--- src/hw/rtl/assert_macros.svh ---
// Assertion macros for the RTL of the sliding window peak rate block.
// No dependencies; included by files that hold concurrent assertions.
`ifndef ASSERT_MACROS_SVH
`define ASSERT_MACROS_SVH

// Same-cycle implication, disabled while reset is high.
`define ASSERT_IMPL(lbl, clk, rst, ante, cons) \
   lbl: assert property (@(posedge clk) disable iff (rst) (ante) |-> (cons)) \
      else $error("implication check failed");

// Next-cycle implication, disabled while reset is high.
`define ASSERT_NEXT(lbl, clk, rst, ante, cons) \
   lbl: assert property (@(posedge clk) disable iff (rst) (ante) |=> (cons)) \
      else $error("next-cycle check failed");

`endif

--- src/hw/rtl/swpr_pkg.sv ---
// Shared constants, types and helper functions of the sliding window peak rate block.
// No dependencies; used via scoped names by swpr_if, the core, swpr_ctrl and swpr_dpath.
`timescale 1ns / 1ps
`default_nettype none

package swpr_pkg;

   localparam int FIFO_DEPTH    = 1024;
   localparam int TIME_BITS     = 40;
   localparam int SPAN_BITS     = 24;
   localparam int COUNT_BITS    = $clog2(FIFO_DEPTH + 1);
   localparam int PTR_BITS      = $clog2(FIFO_DEPTH);
   localparam int CSR_ADDR_BITS = 3;
   localparam int CSR_DATA_BITS = 32;
   localparam int CSR_IDX_BITS  = CSR_ADDR_BITS - 2;

   typedef logic [TIME_BITS-1:0]    time_type;
   typedef logic [SPAN_BITS-1:0]    span_type;
   typedef logic [COUNT_BITS-1:0]   count_type;
   typedef logic [PTR_BITS-1:0]     ptr_type;
   typedef logic [CSR_IDX_BITS-1:0] csr_idx_type;

   localparam csr_idx_type REG_WINDOW_SPAN = csr_idx_type'(0);
   localparam count_type   FULL_COUNT      = count_type'(FIFO_DEPTH);

   typedef struct packed {
      logic load;
      logic pop;
      logic push;
      logic finish;
   } ctrl_cmd_type;

   typedef struct packed {
      logic pop_ok;
      logic rsp_free;
   } ctrl_status_type;

   function automatic ptr_type next_slot(input ptr_type p);
      ptr_type result;
      if (p == ptr_type'(FIFO_DEPTH - 1)) begin
         result = '0;
      end else begin
         result = p + ptr_type'(1);
      end
      return result;
   endfunction

endpackage

`default_nettype wire

--- src/hw/rtl/swpr_ctrl.sv ---
// Controller state machine: accepts an event beat, steps the pop loop, pushes, reports.
// Depends on swpr_pkg for the command and status structs.
`timescale 1ns / 1ps
`default_nettype none

module swpr_ctrl (
   input  wire logic                      clock,
   input  wire logic                      reset,
   input  wire logic                      req_valid,
   output logic                           req_ready,
   input  wire swpr_pkg::ctrl_status_type status,
   output swpr_pkg::ctrl_cmd_type         cmd
);

   typedef enum logic [2:0] {
      ST_IDLE   = 3'b001,
      ST_SCAN   = 3'b010,
      ST_FINISH = 3'b100
   } state_type;

   state_type state_ff;
   state_type state_in;

   always_comb begin
      state_in   = state_ff;
      cmd        = '0;
      req_ready  = 1'b0;
      unique case (state_ff)
         ST_IDLE: begin
            req_ready = 1'b1;
            if (req_valid) begin
               cmd.load = 1'b1;
               state_in = ST_SCAN;
            end
         end
         ST_SCAN: begin
            if (status.pop_ok) begin
               cmd.pop = 1'b1;
            end else begin
               cmd.push = 1'b1;
               state_in = ST_FINISH;
            end
         end
         ST_FINISH: begin
            if (status.rsp_free) begin
               cmd.finish = 1'b1;
               state_in   = ST_IDLE;
            end
         end
         default: begin
            state_in = ST_IDLE;
         end
      endcase
   end

   always_ff @(posedge clock) begin
      if (reset) begin
         state_ff <= ST_IDLE;
      end else begin
         state_ff <= state_in;
      end
   end

endmodule

`default_nettype wire

--- config.mk ---
export PLATFORM = sky130hd
export DESIGN_NAME = swpr_ctrl
export DESIGN_NICKNAME = d
export VERILOG_FILES = /design/src/hw/rtl/assert_macros.svh /design/src/hw/rtl/swpr_pkg.sv /design/src/hw/rtl/swpr_ctrl.sv
export SDC_FILE = /design/constraint.sdc
export NUM_CORES = 1
export LEC_CHECK = 0
export BUFFER_PORTS_ARGS = -buffer_cell sky130_fd_sc_hd__buf_4
export CELL_PAD_IN_SITES_DETAIL_PLACEMENT = 0
export CELL_PAD_IN_SITES_GLOBAL_PLACEMENT = 2
export CORE_AREA = 4 4 41 43
export DETAILED_ROUTE_END_ITERATION = 6
export DIE_AREA = 0 0 45 47
export PLACE_DENSITY_LB_ADDON = 0.15
export SYNTH_ARGS = -nofsm -noshare
export SYNTH_HDL_FRONTEND = slang
export SYNTH_SLANG_ARGS = --single-unit
--- constraint.sdc ---
create_clock -name clock -period 1.3 [get_ports clock]
set_clock_uncertainty 0.15 [all_clocks]
set_input_delay 0.26 -clock clock [delete_from_list [all_inputs] [get_ports clock]]
set_output_delay 0.26 -clock clock [all_outputs]
set_load 0.01 [all_outputs]
==> flow_summary_export.csv <==
group,metric,value,unit
floorplanning,core,1300,µm²
timing,relSlewSlack,88.7,%
floorplanning,die_area,2120,µm²
critical_path,cp.required,890,ps
floorplanning,die_x,45,µm
detailed_routing,ant_nets,0,
cts,cts_tree,"built",
global_route,grt_max_degree,8,
detailed_routing,firstDrtPassIters,4,
critical_path,crit_family,"simple AND/OR/NAND/NOR gates",
cts,cts_buffer_depth,2,
place,place_congestion,0.698,
critical_path,path_cells,"or4bb_1 > inv_2 > buf_6",
timing,max_freq,594,MHz
pwr,powerDensity,888,nW/µm²
place,dp_hpwl,430,µm
global_route,grt_pass1_vias,251,
cells_and_area,fill_cells,155,
critical_path,critical_path_class,"flop to output port",
synthesis,async_flop_share,0,%
detailed_routing,wire_per_inst,12.1,µm
synthesis,syn_inst,19,
pwr,vdd_drop_max,0.448,mV
cells_and_area,syn_to_final_growth,121,%
cts,cts-buffers-inserted,3,
floorplanning,rows,13,
synthesis,netlist_area,181,µm²
floorplanning,die_h,47,µm
detailed_routing,drt_iter0_markers,3,
synthesis,netlist-cell-type-count,11,
pwr,leakage,0.000180,µW
synthesis,synth-edff-count,0,
cts,htreeDepth,1,
critical_path,worstPathArrival,1270,ps
place,placed_area,327,µm²
synthesis,synth.avg_cell_area,9.55,µm²
place,placed_cells,50,
timing,fin_ws,-383,ps
cts,root_buffer,"clkbuf_4",
cts,ctsHoldBuffers,0,
cells_and_area,drive_above_1_share,75.6,%
critical_path,endpoint_kind,"output port",
critical_path,cp_max_fo,7,
detailed_routing,vias_per_cell,4.27,
cts,clkSlewWorstSetupHoldPaths,50,ps
detailed_routing,routed_wl,678,µm
detailed_routing,drc,0,
synthesis,synth_nets,24,
detailed_routing,via_count,239,
synthesis,synth.top_cells.by_area,"dfxtp_1 (33%), or3b_1 (14%), a211oi_1 (8.3%)",
cells_and_area,antenna_cells,0,
cells_and_area,largest_register_ffs,3,
place,port_buffers,9,
timing,rsz0062_at_grt,"true",
critical_path,path_buf_inv,2,
cells_and_area,reg_top3,"state_ff x3",
min_path,hp-start,"reset",
synthesis,synth_top_cell_by_area,"dfxtp_1",
cts,clock_latency,240,ps
cells_and_area,final_cell_area,402,µm²
floorplanning,floorplan.initialDensity,13.9,%
synthesis,yosys_register_bits,3,
synthesis,yosysWarnings,0,
critical_path,slowest_stage,"or4bb_1",
run_status,violations,"setup timing",
timing,hold_violations,0,
floorplanning,boundaryPins,10,
timing,layout_worst_path_cycle_share,129,%
run_status,status,"finished with violations",
global_route,grt_pass1_wl,1160,µm
run,maxCapViolCount,0,
global_route,antenna_found_initial,0,
timing,finalSetupViolCount,7,
cts,clock_sinks,3,
timing,tightest_slew,169,ps
min_path,hold_class,"input port to flop",
cells_and_area,finalNetCount,47,
critical_path,critPathMaxStageDelay,530,ps
timing,slew_viol_final,0,
synthesis,synth_commonest_cells,"dfxtp_1 (3), or3b_1 (3)",
timing,finalCriticalPeriod,1680,ps
critical_path,crit_start,"state_ff[1]",
global_route,grtUsageTotal,8.20,%
critical_path,crit_path_start_kind,"flop",
cells_and_area,regMostFlops,"state_ff",
critical_path,reg2reg_from,"state_ff[1]",
cells_and_area,instances_no_fill,56,
synthesis,seq_area_frac_synth,33.1,%
synthesis,synth.top_cell.area_share,33.1,%
global_route,grt-ovfl-total,0,
synthesis,synthFlopType,"dfxtp_1",
[area by class of cell]
cell class	instances	area (µm²)	area share, %
tap	15	18.8	4.67
sequential	3	65.1	16.2
multi-input combinational	14	134	33.3
timing repair buffer	18	150	37.4
inverter	2	7.51	1.87
clock buffer	4	26.3	6.54
[worst register-to-register path: cells and delay by family (launching register included)]
| family | cells | cell delay, ps |
|---|---|---|
| AOI/OAI and AO/OA | 1 | 190 |
| buffers and inverters | 1 | 150 |
| DFF | 1 | 340 |
| and+or+nand+nor | 1 | 540 |
[logic make-up (layout without fill, tap and decap cells)]
| group | count (synthesis) | after routing | share of synthesized area (%) |
|---|---|---|---|
| simple gates | 11 | 11 | 49.7 |
| compound gates | 3 | 3 | 13.1 |
| flops | 3 | 3 | 33.1 |
| buf+inv | 2 | 24 | 4.14 |
[where the power goes]
group | leakage (µW) | switching [µW] | internal [µW]
clock network | 0.0000150 | 59.7 | 116
logic | 0.000139 | 27.8 | 50.4
registers | 0.0000258 | 6.83 | 95.9
[worst paths after layout]
check / to / slack [ps] / depth (start not counted)
min: state_ff[2] / 50 / 2
max: cmd[3] / -380 / 3
min reg2reg: state_ff[1] / 370 / 2
max reg2reg: state_ff[0] / -160 / 3
[layer usage]
metal	share of wire, %	vias to the layer above	global-route usage (%)
met2	53	7	13.3
met4	0	0	5.26
met3	6.5	0	4.21
li1	-	117	-
met5	0	-	0
met1	40	115	8.37
[cells in the final DEF, fill, tap and decap left out]
cell and n:
a211oi_1 1, buf_4 14, nor2_2 2, buf_6 4, inv_2 1, dfxtp_1 1, or4b_1 1, nor3b_2 1
nand3b_1 2, or3b_1 1, clkbuf_4 3, dfxtp_2 1, and4bb_2 1, or4bb_1 1, inv_1 1, clkbuf_1 1
a31o_1 1, a211oi_2 1, dfxtp_4 1, or3b_4 2
[repair_timing]
action / 4_1_cts / 5_1_grt
setup endpoints to repair: 7 / 7
pin swaps: 4 / 2
gates resized for setup: 7 / 4
buffers inserted: 2 / 1
[stage by stage]
step	worst slack, ps	power (µW)	hold slack, ps	utilization (%)	TNS, ps
detailed placement	-143	172	293	25.1	-574
global placement	-135	173	299	25.1	-586
global route	-433	377	40.9	30.9	-2080
floorplan	-41.5	128	175	-	-86.8
CTS	-384	359	33.8	30.3	-1950
finish	-383	357	46.1	30.9	-1730
No activity file was read; power rests on OpenSTA's default activity.
